--- src/hdl/pmlt3_ram.sv ---
// Generic single-port RAM with registered read.
// No dependencies.
`default_nettype none
module pmlt3_ram #(
  parameter int WIDTH = 8,
  parameter int DEPTH = 16
) (
  input  wire logic                     clk,
  input  wire logic                     we,
  input  wire logic [$clog2(DEPTH)-1:0] addr,
  input  wire logic [WIDTH-1:0]         wdata,
  output logic      [WIDTH-1:0]         rdata
);
  logic [WIDTH-1:0] mem [DEPTH];

  always_ff @(posedge clk) begin
    if (we) begin
      mem[addr] <= wdata;
    end
    rdata <= mem[addr];
  end
endmodule
`default_nettype wire

--- config.mk ---
export PLATFORM = sky130hd
export DESIGN_NAME = pmlt3_ram
export DESIGN_NICKNAME = d
export VERILOG_FILES = /design/src/hdl/pmlt3_ram.sv
export SDC_FILE = /design/constraint.sdc
export NUM_CORES = 1
export LEC_CHECK = 0
export ABC_CLOCK_PERIOD_IN_PS = 3700
export BUFFER_PORTS_ARGS = -buffer_cell sky130_fd_sc_hd__buf_4
export CAP_MARGIN = 20
export CORE_ASPECT_RATIO = 0.7
export CORE_MARGIN = 1.5
export CORE_UTILIZATION = 45
export CTS_CLUSTER_DIAMETER = 40
export CTS_CLUSTER_SIZE = 24
export DETAILED_ROUTE_END_ITERATION = 7
export GPL_TIMING_DRIVEN = 1
export HOLD_SLACK_MARGIN = 0.1
export PLACE_DENSITY_LB_ADDON = 0.1
export SETUP_SLACK_MARGIN = 0.02
export SLEW_MARGIN = 0
export SYNTH_ARGS = -nofsm -noshare
export SYNTH_HDL_FRONTEND = slang
export SYNTH_SLANG_ARGS = --single-unit
--- constraint.sdc ---
create_clock -name clk -period 3.7 [get_ports clk]
set_clock_uncertainty 0.05 [all_clocks]
set_input_delay 0.925 -clock clk [delete_from_list [all_inputs] [get_ports clk]]
set_output_delay 0.925 -clock clk [all_outputs]
set_load 0.01 [all_outputs]
# After elaboration in Yosys (flattened, before gate mapping)

Memories as Yosys holds them, arrays and structs flattened. A register that Yosys moved wholly into a read port is not among the register bits.
Cells that the tools add are included.

Memory bits (read-only): 0
Input port bits: 14
Memories: 1
Memory bits (writable): 128
Word-level logic and storage cells: 3
Output and inout port bits: 8
Flip-flop bits (word level): 0
Bits in latches: 0

Memories:

| name | depth | width | read ports | clocked after memory_dff | write ports | line | RTL |
|---|---|---|---|---|---|---|---|
| mem  | 16    | 8     | 1          | 1                        | 1           | 14   | `logic [WIDTH-1:0] mem [DEPTH];` |

Divide/modulo/power cells: 0
Multiply operators: 0
Add/subtract/negate cells: 0
Shifts and indexed selects: 0
Bitwise logic cells: 0
Eq/ne operators: 0
Multiplexer cells: 2
Reduce and logical (&&, ||, !) cells: 0
Magnitude comparators: 0

Operators with widths:

| cell    | number |
|---|---|
| $mux W1 | 2 |

# Longest topological paths before layout

Depth in word-level cells: 2
Gate-level depth with buffers: 5
Depth with buffers taken out: 3

# Least setup slack after synthesis

Ideal clock, no wire load.

Kind: input to register
Start point: in addr[2]
End point: mem mem[0][0], enable pin
Arrival time: 2.035 ns
Buffers on the path: 0
Stages on the path: 2
Setup slack: 1.232 ns
Required time: 3.267 ns
Setup time: 0.383 ns
Path through: or3b_2 > nor3_1

RTL lines:

| item        | line | RTL |
|---|---|---|
| from (decl) | 10   | `input wire logic [$clog2(DEPTH)-1:0] addr,` |
| to (decl)   | 14   |  |

Straight into the memory's write port.

# Worst setup path in the final report

Start point: in addr[0]
End point: mem mem[3][2], enable pin

Straight into the memory's write port.

==> impl_metrics.csv <==
group,metric,value,unit
outcome,status,"finished, final reports clean",
route,wl_per_cell,24.0,um
final_layout,final_area,0.00602,mm2
floorplanning,die_x,130,um
final_layout,seq_area,0.00400,mm2
synth,synth_area_leader_cell,"edfxtp_1",
place,hpwl,6350,um
setup_path,cp_max_fo,39,
clocking,cts_tree,"yes",
synth,yosys_warnings,0,
clocking,numClockSinks,136,
power,p_per_area,602,mW/mm2
synth,synth.distinct_cells,18,
setup_path,cpMaxStageDelayCell,"nor2_1",
setup_path,crit_required,3.68,ns
timing,worstMarginPinSlew,0.805,ns
timing,period_share,66.7,%
setup_path,startpoint_type,"input pin",
clocking,postCtsSetupRepairBufs,0,
setup_path,max_stage_delay,0.68,ns
timing,slew_violations,0,
timing,relSlewSlack,46.2,%
setup_path,worstPathCellList,"buf_4 -> nand2_1 -> nor2_1",
floorplanning,row_count,32,
synth,synthCells,230,
clocking,cts_made_buffers,17,
clocking,cts_hold_buffers,0,
grt,grt_pass1_vias,2337,
floorplanning,start_util,46.2,%
job,max-cap-violations,0,
synth,ys_ff_latch,136,
final_layout,drive_gt1_share,32.3,%
hold_path,hold_path_class,"flop to flop",
timing,fin_setup_tns,0,ns
grt,grt_use_total,19.6,%
final_layout,area_growth_syn_to_layout,18.8,%
final_layout,multi_input_area,0.00100,mm2
clocking,clock_latency,0.41,ns
final_layout,nets,280,
route,drt_iter0_drc,271,
synth,ys_seq_area_share,79.0,%
grt,grt_start_max_net_pins,40,
power,vdd_drop_max,0.325,mV
route,drcViolationCount,0,
grt,grt_first_pass_wirelength,15700,um
route,ant_nets,0,
timing,fmaxAchievable,0.405,GHz
setup_path,path_class,"input pin to flop",
grt,gr-total-overflow,0,
synth,synthTopCellsByArea,"edfxtp_1 76%, mux4_2 14%, dfxtp_1 3.2%, a22oi_1 2.4%, nor2_1 0.96%",
route,dr.pass1.iters,5,
clocking,cts-root-buf,"clkbuf_16",
setup_path,worstPathArrival,2.44,ns
route,vias_per_cell,5.34,
setup_path,cp-end-kind,"flop",
floorplanning,io_pins,22,
grt,antenna_found_initial,0,
synth,syn-cell-area,0.00507,mm2
place,place_congestion,0.786,
place,dpl_cell_area,0.00541,mm2
floorplanning,coreArea,0.0110,mm2
final_layout,final_cell_mix,"128 x edfxtp_1, 32 x mux4_2, 28 x buf_4",
route,drt-total-wl,10400,um
synth,syn_area_per_cell,22.0,um2
route,vias,2306,
power,p_leak,1.97,nW
floorplanning,die_y,91.8,um
clocking,htreeDepth,4,
timing,fin_crit,2.47,ns
timing,hold_viol_final,0,
clocking,cts_resized,0,
clocking,cts.path.max_buffers,2,
place,io_buffers,21,
timing,grt_setup_unrepaired,"no",
clocking,path_clk_slew,0.06,ns
synth,synth_top_area_share,75.9,%
floorplanning,dieArea,0.0119,mm2
final_layout,final_common_cell,"edfxtp_1",
synth,synth_fp_nets,244,
timing,setup_viol_count_final,0,
final_layout,antenna_cells,0,
final_layout,fillers,862,
==> through the flow <==
stage               std cells  power (mW)  setup slack (ns)  hold WS, ns  utilization [%]
finish                    432        3.62              1.23        0.638             54.9
floorplan                 230        1.86              1.23        0.585                -
global route              432        3.74              1.04        0.665             54.9
CTS                       432        3.65              1.23        0.637             54.9
global placement          400        1.94             0.799        0.620             49.3
detailed placement        400        1.94             0.798        0.621             49.3
==> cells in the mapped netlist <==
| cell type | instances |
|---|---|
| buf_1 | 4 |
| clkbuf_1 | 2 |
| nand3_1 | 1 |
| nand2_1 | 9 |
| buf_6 | 2 |
| or3b_2 | 1 |
| nand2b_1 | 2 |
| edfxtp_1 | 128 |
| nor2_1 | 13 |
| nor2b_1 | 2 |
| a22oi_1 | 16 |
| buf_2 | 2 |
| mux4_2 | 32 |
| nand3b_1 | 2 |
| nor3_1 | 4 |
| dfxtp_1 | 8 |
| clkbuf_2 | 1 |
| and2_1 | 1 |
==> flip-flops by register name (all words and copies together), names as in the netlist <==
name and flops:
rdata 8, mem 128
==> power by group <==
group	switching, mW	total, mW	internal [mW]
registers	0.0109	1.73	1.72
logic	0.100	0.173	0.0722
clock network	0.588	1.72	1.13
total	0.700	3.62	2.92
==> cells by family after synthesis <==
family	count (synthesis)	share of synthesized area (%)
AO/OA/AOI/OAI	16	2.37
buffers and inverters	11	1.19
flip-flops	136	79.0
multiplexers	32	14.2
AND/OR/NAND/NOR	35	3.21
==> critical path, delay by kind of cell <==
| family | cells | cell delay (ns) |
|---|---|---|
| buffers and inverters | 1 | 0.55 |
| AND/OR/NAND/NOR | 2 | 0.93 |
==> final timing paths <==
kind                    endpoint  cells past startpoint  slack (ns)                start
max          mem[3][2]$_DFFE_PP_                      3        1.23              addr[0]
min             rdata[1]$_DFF_P_                      3        0.64  mem[7][1]$_DFFE_PP_
max reg2reg     rdata[3]$_DFF_P_                      3        2.24  mem[3][3]$_DFFE_PP_
min reg2reg     rdata[1]$_DFF_P_                      3        0.64  mem[7][1]$_DFFE_PP_
==> per-layer routing <==
layer	vias up	track usage, %	wire (um)
met5	-	0	0
met4	0	6.39	136
met3	15	5.08	871
met2	91	25.2	4400
met1	1164	32.2	4960
li1	1036	-	-
==> cell type report <==
cell class,count,area share (%)
sequential,136,66.5
multi-input combinational,83,16.7
clock buffer,24,8.17
timing repair buffer,28,3.49
tap,153,3.18
clock inverter,8,1.95
Power figures use the tool's default switching activity.
