File: config.mk
export PLATFORM = sky130hd
export DESIGN_NAME = pmlt3_lane
export DESIGN_NICKNAME = d
export VERILOG_FILES = /design/src/hdl/pmlt3_pkg.sv /design/src/hdl/pmlt3_lane.sv
export SDC_FILE = /design/constraint.sdc
export NUM_CORES = 2
export LEC_CHECK = 0
export ABC_CLOCK_PERIOD_IN_PS = 16910
export BUFFER_PORTS_ARGS = -buffer_cell sky130_fd_sc_hd__buf_2
export CORE_ASPECT_RATIO = 0.6
export CORE_MARGIN = 2
export CORE_UTILIZATION = 30
export DETAILED_ROUTE_END_ITERATION = 10
export GPL_ROUTABILITY_DRIVEN = 0
export GPL_TIMING_DRIVEN = 0
export PLACE_DENSITY = 0.5
export SLEW_MARGIN = 10
export SYNTH_ARGS = -nofsm -noshare
export SYNTH_HDL_FRONTEND = slang
export SYNTH_SLANG_ARGS = --single-unit
export TNS_END_PERCENT = 100
File: constraint.sdc
create_clock -name clk -period 16.91 [get_ports clk]
set_input_delay 4.2275 -clock clk [delete_from_list [all_inputs] [get_ports clk]]
set_output_delay 4.2275 -clock clk [all_outputs]
set_load 0.005 [all_outputs]
File: src/hdl/pmlt3_pkg.sv
// Package for the T3 multilook averager: widths, state codes, lane control type.
// No dependencies; used by pmlt3_lane and the top level (pmlt3_ram does not use it).
`default_nettype none
package pmlt3_pkg;

  localparam int MAX_OUT_COLS = 1024;
  localparam int SAMPLE_WIDTH = 32;
  localparam int ACC_WIDTH    = 48;
  localparam int NCH          = 9;
  localparam int OUT_WIDTH    = 32;
  localparam int COMB_WIDTH   = ACC_WIDTH + 3;
  localparam int DEN_WIDTH    = 12;
  localparam int COL_AW       = $clog2(MAX_OUT_COLS);
  localparam int ROW_WIDTH    = NCH * ACC_WIDTH;
  localparam int IN_TDATA_W   = NCH * SAMPLE_WIDTH;
  localparam int OUT_TDATA_W  = ((NCH * OUT_WIDTH + COL_AW + 7) / 8) * 8;
  localparam int INV_SHIFT    = 30;
  localparam logic [INV_SHIFT-1:0] INV_SQRT2_Q30 = 30'd759250125;

  localparam logic [2:0] CFG_LINE_WIDTH = 3'd0;
  localparam logic [2:0] CFG_ROW_OFFSET = 3'd1;
  localparam logic [2:0] CFG_COL_OFFSET = 3'd2;
  localparam logic [2:0] CFG_LOOK_COLS  = 3'd3;
  localparam logic [2:0] CFG_LOOK_ROWS  = 3'd4;
  localparam logic [2:0] CFG_OUT_COLS   = 3'd5;
  localparam logic [2:0] CFG_OUT_FORMAT = 3'd6;

  typedef enum logic [2:0] {
    ST_CLEAR, ST_IDLE, ST_DIV, ST_RD, ST_ACC, ST_LANES, ST_PUSH
  } state_t;

  typedef struct packed {
    logic                 start;
    logic                 use_h;
    logic [DEN_WIDTH-1:0] den;
  } lane_ctl_t;

endpackage
`default_nettype wire

File: src/hdl/pmlt3_lane.sv
// One output lane: signed divide by ctl.den, the look count or twice it (one bit per cycle),
// optional 1/sqrt2 scaling, saturation to 32 bits. Uses pmlt3_pkg.
`default_nettype none
module pmlt3_lane (
  input  wire logic                                   clk,
  input  wire logic                                   rst_n,
  input  wire pmlt3_pkg::lane_ctl_t                   ctl,
  input  wire logic signed [pmlt3_pkg::COMB_WIDTH-1:0] num,
  output logic             [pmlt3_pkg::OUT_WIDTH-1:0]  res,
  output logic                                        done
);
  import pmlt3_pkg::*;

  localparam int CW  = COMB_WIDTH;
  localparam int CNW = $clog2(CW + 1);
  localparam int QW  = 33;
  localparam int PW  = QW + INV_SHIFT;

  logic                 div_r, mul_r, fin_r, done_r;
  logic [CNW-1:0]       cnt_r;
  logic                 neg_r, use_h_r;
  logic [DEN_WIDTH-1:0] den_r, rem_r;
  logic [CW-1:0]        quo_r;
  logic [PW-1:0]        prod_r;
  logic [OUT_WIDTH-1:0] res_r;

  logic [DEN_WIDTH:0]   rem_sh, rem_sub;
  logic                 ge;
  logic [QW-1:0]        qclamp;
  logic [CW-1:0]        mag;
  logic [OUT_WIDTH-1:0] res_nxt;

  always_comb begin
    rem_sh  = {rem_r, quo_r[CW-1]};
    ge      = rem_sh >= {1'b0, den_r};
    rem_sub = rem_sh - {1'b0, den_r};
    // clamp the quotient magnitude to 2^32 before scaling
    qclamp  = (quo_r > CW'(64'h1_0000_0000)) ? 33'h1_0000_0000 : quo_r[QW-1:0];
    mag     = use_h_r ? CW'(prod_r[PW-1:INV_SHIFT]) : quo_r;
    if (!neg_r) begin
      res_nxt = (mag > CW'(32'h7fff_ffff)) ? 32'h7fff_ffff : mag[OUT_WIDTH-1:0];
    end else begin
      res_nxt = (mag > CW'(32'h8000_0000)) ? 32'h8000_0000 : (~mag[OUT_WIDTH-1:0] + 32'd1);
    end
  end

  always_ff @(posedge clk) begin
    if (!rst_n) begin
      div_r  <= 1'b0;
      mul_r  <= 1'b0;
      fin_r  <= 1'b0;
      done_r <= 1'b0;
      cnt_r  <= '0;
    end else begin
      done_r <= 1'b0;
      if (ctl.start) begin
        div_r <= 1'b1;
        cnt_r <= CNW'(CW);
      end else if (div_r) begin
        cnt_r <= cnt_r - CNW'(1);
        if (cnt_r == CNW'(1)) begin
          div_r <= 1'b0;
          mul_r <= 1'b1;
        end
      end
      if (mul_r) begin
        mul_r <= 1'b0;
        fin_r <= 1'b1;
      end
      if (fin_r) begin
        fin_r  <= 1'b0;
        done_r <= 1'b1;
      end
    end
  end

  always_ff @(posedge clk) begin
    if (ctl.start) begin
      neg_r   <= num[CW-1];
      quo_r   <= num[CW-1] ? (~num + CW'(1)) : num;
      rem_r   <= '0;
      den_r   <= ctl.den;
      use_h_r <= ctl.use_h;
    end else if (div_r) begin
      rem_r <= ge ? rem_sub[DEN_WIDTH-1:0] : rem_sh[DEN_WIDTH-1:0];
      quo_r <= {quo_r[CW-2:0], ge};
    end
    if (mul_r) begin
      prod_r <= PW'(qclamp) * PW'(INV_SQRT2_Q30);
    end
    if (fin_r) begin
      res_r <= res_nxt;
    end
  end

  assign res  = res_r;
  assign done = done_r;
endmodule
`default_nettype wire

=== After elaboration in Yosys (flattened, before gate mapping) ===
Cells that the tools add are included.

* Memories kept: 0
* Bits in latches: 0
* Flip-flop bits (word level): 182
* Output and inout bits: 33
* Logic and storage cells: 48
* Bits of input ports: 67
* RAM bits: 0
* Bits in read-only memories: 0

* Eq/ne operators: 1
* Reduce and logical (&&, ||, !) cells: 4
* $lt $le $gt $ge: 4
* Shift-type cells: 0
* $mul: 1
* Add/subtract/negate cells: 4
* Bitwise gates (word level): 4
* Div/mod/pow operators: 0
* Muxes and demuxes: 17

{| class="wikitable"
|+ Operators with widths
! operator !! number
|-
| $mux 51 || 4
|-
| $mux 32 || 3
|-
| $mul 33x30->63 const B || 1
|-
| $add 51x2->51 const B || 1
|-
| $gt 51x31->1 const B || 1
|-
| $gt 51x32->1 const B || 1
|-
| $gt 51x33->1 const B || 1
|-
| $not 51->51 || 1
|-
| $mux 33 || 1
|-
| $add 32x1->32 const B || 1
|-
| $not 32->32 || 1
|-
| $ge 13x12->1 || 1
|-
| $mux 12 || 1
|-
| $mux 6 || 2
|-
| $sub 12x12->12 || 1
|-
| $eq 6x1->1 const B || 1
|-
| $mux 1 || 6
|-
| $sub 6x1->6 const B || 1
|-
| $reduce_or 2->1 || 2
|-
| $reduce_or 4->1 || 1
|-
| $not 1->1 || 2
|-
| $reduce_bool 2->1 || 1
|}

=== Longest topological paths before layout ===
* Word-level depth: 5
* Depth in mapped cells: 34
* Depth with buffers taken out: 31

=== Worst setup path after synthesis ===
Ideal clock, no wire load.

* Kind: register -> register
* From: reg quo_r[8]
* To: reg prod_r[62] (data pin)
* Setup time: 0.174 ns
* Setup slack: 7.822 ns
* Clock period less this slack: 9.088 ns
* Path buffers: 4
* Cell stages (with the launch flop): 32
* Data arrival time: 8.914 ns
* Path through: edfxtp_1 clkbuf_1 or4_1 or4_1 o21ai_1 clkbuf_1 clkbuf_1 clkbuf_1 and3_1 ha_1 ha_1 a21o_1 fa_1 inv_1 fa_1 inv_1 fa_1 inv_1 fa_1 inv_1 fa_1 fa_1 ha_1 nand3_1 or3_1 a2111oi_0 or4_1 a21oi_1 o2111a_1 nand2b_1 o311a_1 a311oi_1

* Word-level cells in the longest chain between the ends: 3

{| class="wikitable"
|+ RTL lines
! element !! line !! source
|-
| start, declared || pmlt3_lane.sv:23 || <nowiki>logic [CW-1:0] quo_r;</nowiki>
|-
| start signal, assigned || pmlt3_lane.sv:80 || <nowiki>quo_r <= num[CW-1] ? (~num + CW'(1)) : num;</nowiki>
|-
| start signal, assigned || pmlt3_lane.sv:86 || <nowiki>quo_r <= {quo_r[CW-2:0], ge};</nowiki>
|-
| $gt 51x33->1 || pmlt3_lane.sv:38 || <nowiki>qclamp = (quo_r > CW'(64'h1_0000_0000)) ? 33'h1_0000_0000 : quo_r[QW-1:0];</nowiki>
|-
| $mux 33 * || pmlt3_lane.sv:38 ||
|-
| $mul 33x30->63 * || pmlt3_lane.sv:89 || <nowiki>prod_r <= PW'(qclamp) * PW'(INV_SQRT2_Q30);</nowiki>
|-
| end signal, assigned || pmlt3_lane.sv:89 ||
|-
| end, declared || pmlt3_lane.sv:24 || <nowiki>logic [PW-1:0] prod_r;</nowiki>
|}

Every way passes the cells marked *; elsewhere a longest branch is shown, timed or not.
A chain may end at the register's enable or synchronous reset.

=== Worst setup path after layout ===
* From: reg quo_r[8]
* To: reg prod_r[55] (data pin)

The elaborated chain is that of the path after synthesis.

==> impl_metrics.toml <==
[logic_synthesis]
yosys-top-cells-count = "inv_1, ha_1, fa_1, edfxtp_1, a21oi_1"
syn_area_per_cell_um2 = 9.79
async_flop_share_pct = 0
yosys_warnings = 0
synth_top_area_share_pct = 27.0
synth.most_common_cell = "inv_1"
synth_edf_count = 130
synth_cell_types = 74
syn_area_um2 = 25400
synth_seq_cells = 152
postSynthCellCount = 2596
synth-seq-area-share_pct = 17.1
syn_nets = 3411
yosysTopAreaCell = "fa_1"
synthFlopType = "edfxtp_1"
synthTopCellsByArea = "fa_1, ha_1, edfxtp_1"

[global_routing]
grt_start_max_net_pins = 52
antenna_found_initial = 1
grtUsageTotal_pct = 19.1
overflow = 0
grt_pass1_vias = 18807
grt_pass1_wl_um = 124000

[clocking]
numCtsBuffers = 25
path_clk_slew_ns = 0.06
cts.path.max_buffers = 3
cts.sinks = 152
cts_tree = "built"
clockRootBuffer = "clkbuf_16"
clk_latency_ns = 0.50
ctsHoldBuffers = 0
cts_resized = 0
cts_setup_buffers = 0
h-tree-depth = 4

[floorplan]
start_util_pct = 30.3
coreArea_um2 = 83700
fp.dieArea_um2 = 87100
io-pin-count = 100
die_w_um = 380
die_height_um = 229
rows = 82

[min_path]
holdCritPathClass = "register to register"

[placement]
port_buffers = 99
place_hpwl_um = 72300
dp_slack_ns = 4.77

[timing]
setup_ws_ns = 4.60
setup_viol = 0
finalCriticalPeriod_ns = 12.31
tightest_slew_ns = 1.10
setup_tns_ns = 0
rsz0062_at_grt = "no"
hold_viol = 0
max_freq_mhz = 81.2
fin_worst_skew_ns = 0.0130
period_share_pct = 72.8
slew_violations = 0
relSlewSlack_pct = 26.9

[critical_path]
arrival_ns = 12.54
worstSetupPathType = "register to register"
path_buf_inv = 6
critPathRequiredTime_ns = 17.14
critPathTopFamily = "adder cells"
critPathMaxFanout = 10
critPathSlowestCell = "a21oi_1"
startpoint_type = "register"
slowest_delay_ns = 0.83
path_common_cell = "fa_1"
endpoint_kind = "register"

[drt]
via_count = 18914
drc_errors = 0
post_drt_via_cell_ratio = 4.90
antenna_left = 0
drt_iter0_drc = 2089
drt-wirelength-per-cell_um = 21.4
drt_first_pass_iters = 7
wl_um = 82700

[pwr]
powerDensity_nw_per_um2 = 39.6
peakVddDrop_mv = 0.0587
p_leak_uw = 0.0147

[final_layout]
synthToLayoutAreaGrowth_pct = 10.5
drive_gt1_share_pct = 6.16
diodes = 0
finalNetCount = 3538
fin_util_pct = 33.5

[run_status]
outcome = "complete, no violations"

[run]
cap_violations = 0
-- metal layers --
layer	global-route usage (%)	part of all wire [%]	routed length, µm
met1	33.2	56	46200
met2	22.6	34	28000
met3	5.29	9.9	8180
met4	1.14	0.32	267
met5	0	0	0
-- cells in the final DEF, fill, tap and decap left out, drive strengths merged, types with 90 or more instances in the layout --
cell / n
inv: 573
nor2: 114
a21oi: 129
nand2: 112
o21ai: 90
xor2: 100
fa: 343
buf: 110
ha: 405
edfxtp: 130
-- flip-flops by register name, indices dropped and copies added (netlist names) --
| register | cells |
|---|---|
| quo_r | 51 |
| prod_r | 33 |
| res | 32 |
| den_r | 12 |
| rem_r | 12 |
| cnt_r | 6 |
| div_r | 1 |
| done | 1 |
| fin_r | 1 |
| mul_r | 1 |
| neg_r | 1 |
| use_h_r | 1 |
-- report_power, final --
part / total [µW] / switching [µW] / internal (µW)
logic: 167 / 105 / 62.2
clock network: 466 / 164 / 302
registers: 477 / 43.1 / 434
-- worst reg2reg max path, delay by kind of cell (launching register included) --
family | cells | cell delay, ns
XOR/XNOR | 2 | 0.38
buffers and inverters | 6 | 1.63
flip-flops | 1 | 0.36
AO/OA/AOI/OAI | 8 | 3.44
adder cells (fa/ha/maj) | 9 | 4.34
AND/OR/NAND/NOR | 3 | 1.92
-- area by class of cell --
cell class	count	area [µm²]
clock buffers	28	657
clock inverters	5	72.6
flip-flops and latches	152	4350
plain buffers	65	259
repair buffers	100	500
inverters	573	2150
well taps	1134	1420
fillers	8746	55700
multi-input cells	1806	18700
-- logic make-up (layout without fill, tap and decap cells) --
logic type | Yosys count | in the layout | synth area share (%)
buffers and inverters | 638 | 771 | 9.49
xor gates and xnor gates | 160 | 160 | 5.52
and+or+nand+nor | 459 | 459 | 9.25
adders and majority gates | 749 | 749 | 47.0
AOI/OAI and AO/OA | 386 | 386 | 9.54
muxes | 52 | 52 | 2.09
DFF | 152 | 152 | 17.1
-- worst paths after layout --
kind / slack (ns) / cells after the start / startpoint / to
hold / removal: 0.50 / 2 / rem_r[11]$_SDFFE_PP0P_ / rem_r[11]$_SDFFE_PP0P_
hold reg to reg: 0.50 / 2 / rem_r[11]$_SDFFE_PP0P_ / rem_r[11]$_SDFFE_PP0P_
setup reg to reg: 4.60 / 28 / quo_r[8]$_DFFE_PP_ / prod_r[55]$_DFFE_PP_
setup / recovery: 4.60 / 28 / quo_r[8]$_DFFE_PP_ / prod_r[55]$_DFFE_PP_
-- per-stage QoR --
| stage | hold slack, ns | cell area (µm²) | power [µW] | std cells |
|---|---|---|---|---|
| after floorplan | 0.463 | 25400 | 563 | 2596 |
| after global placement | 0.484 | 27300 | 642 | 3829 |
| after detailed placement | 0.498 | 27300 | 643 | 3830 |
| after CTS | 0.505 | 28100 | 1110 | 3863 |
| after global routing | 0.536 | 28100 | 1150 | 3863 |
| final | 0.499 | 28100 | 1110 | 3863 |
Note: power is estimated with default switching activity, not from simulation.
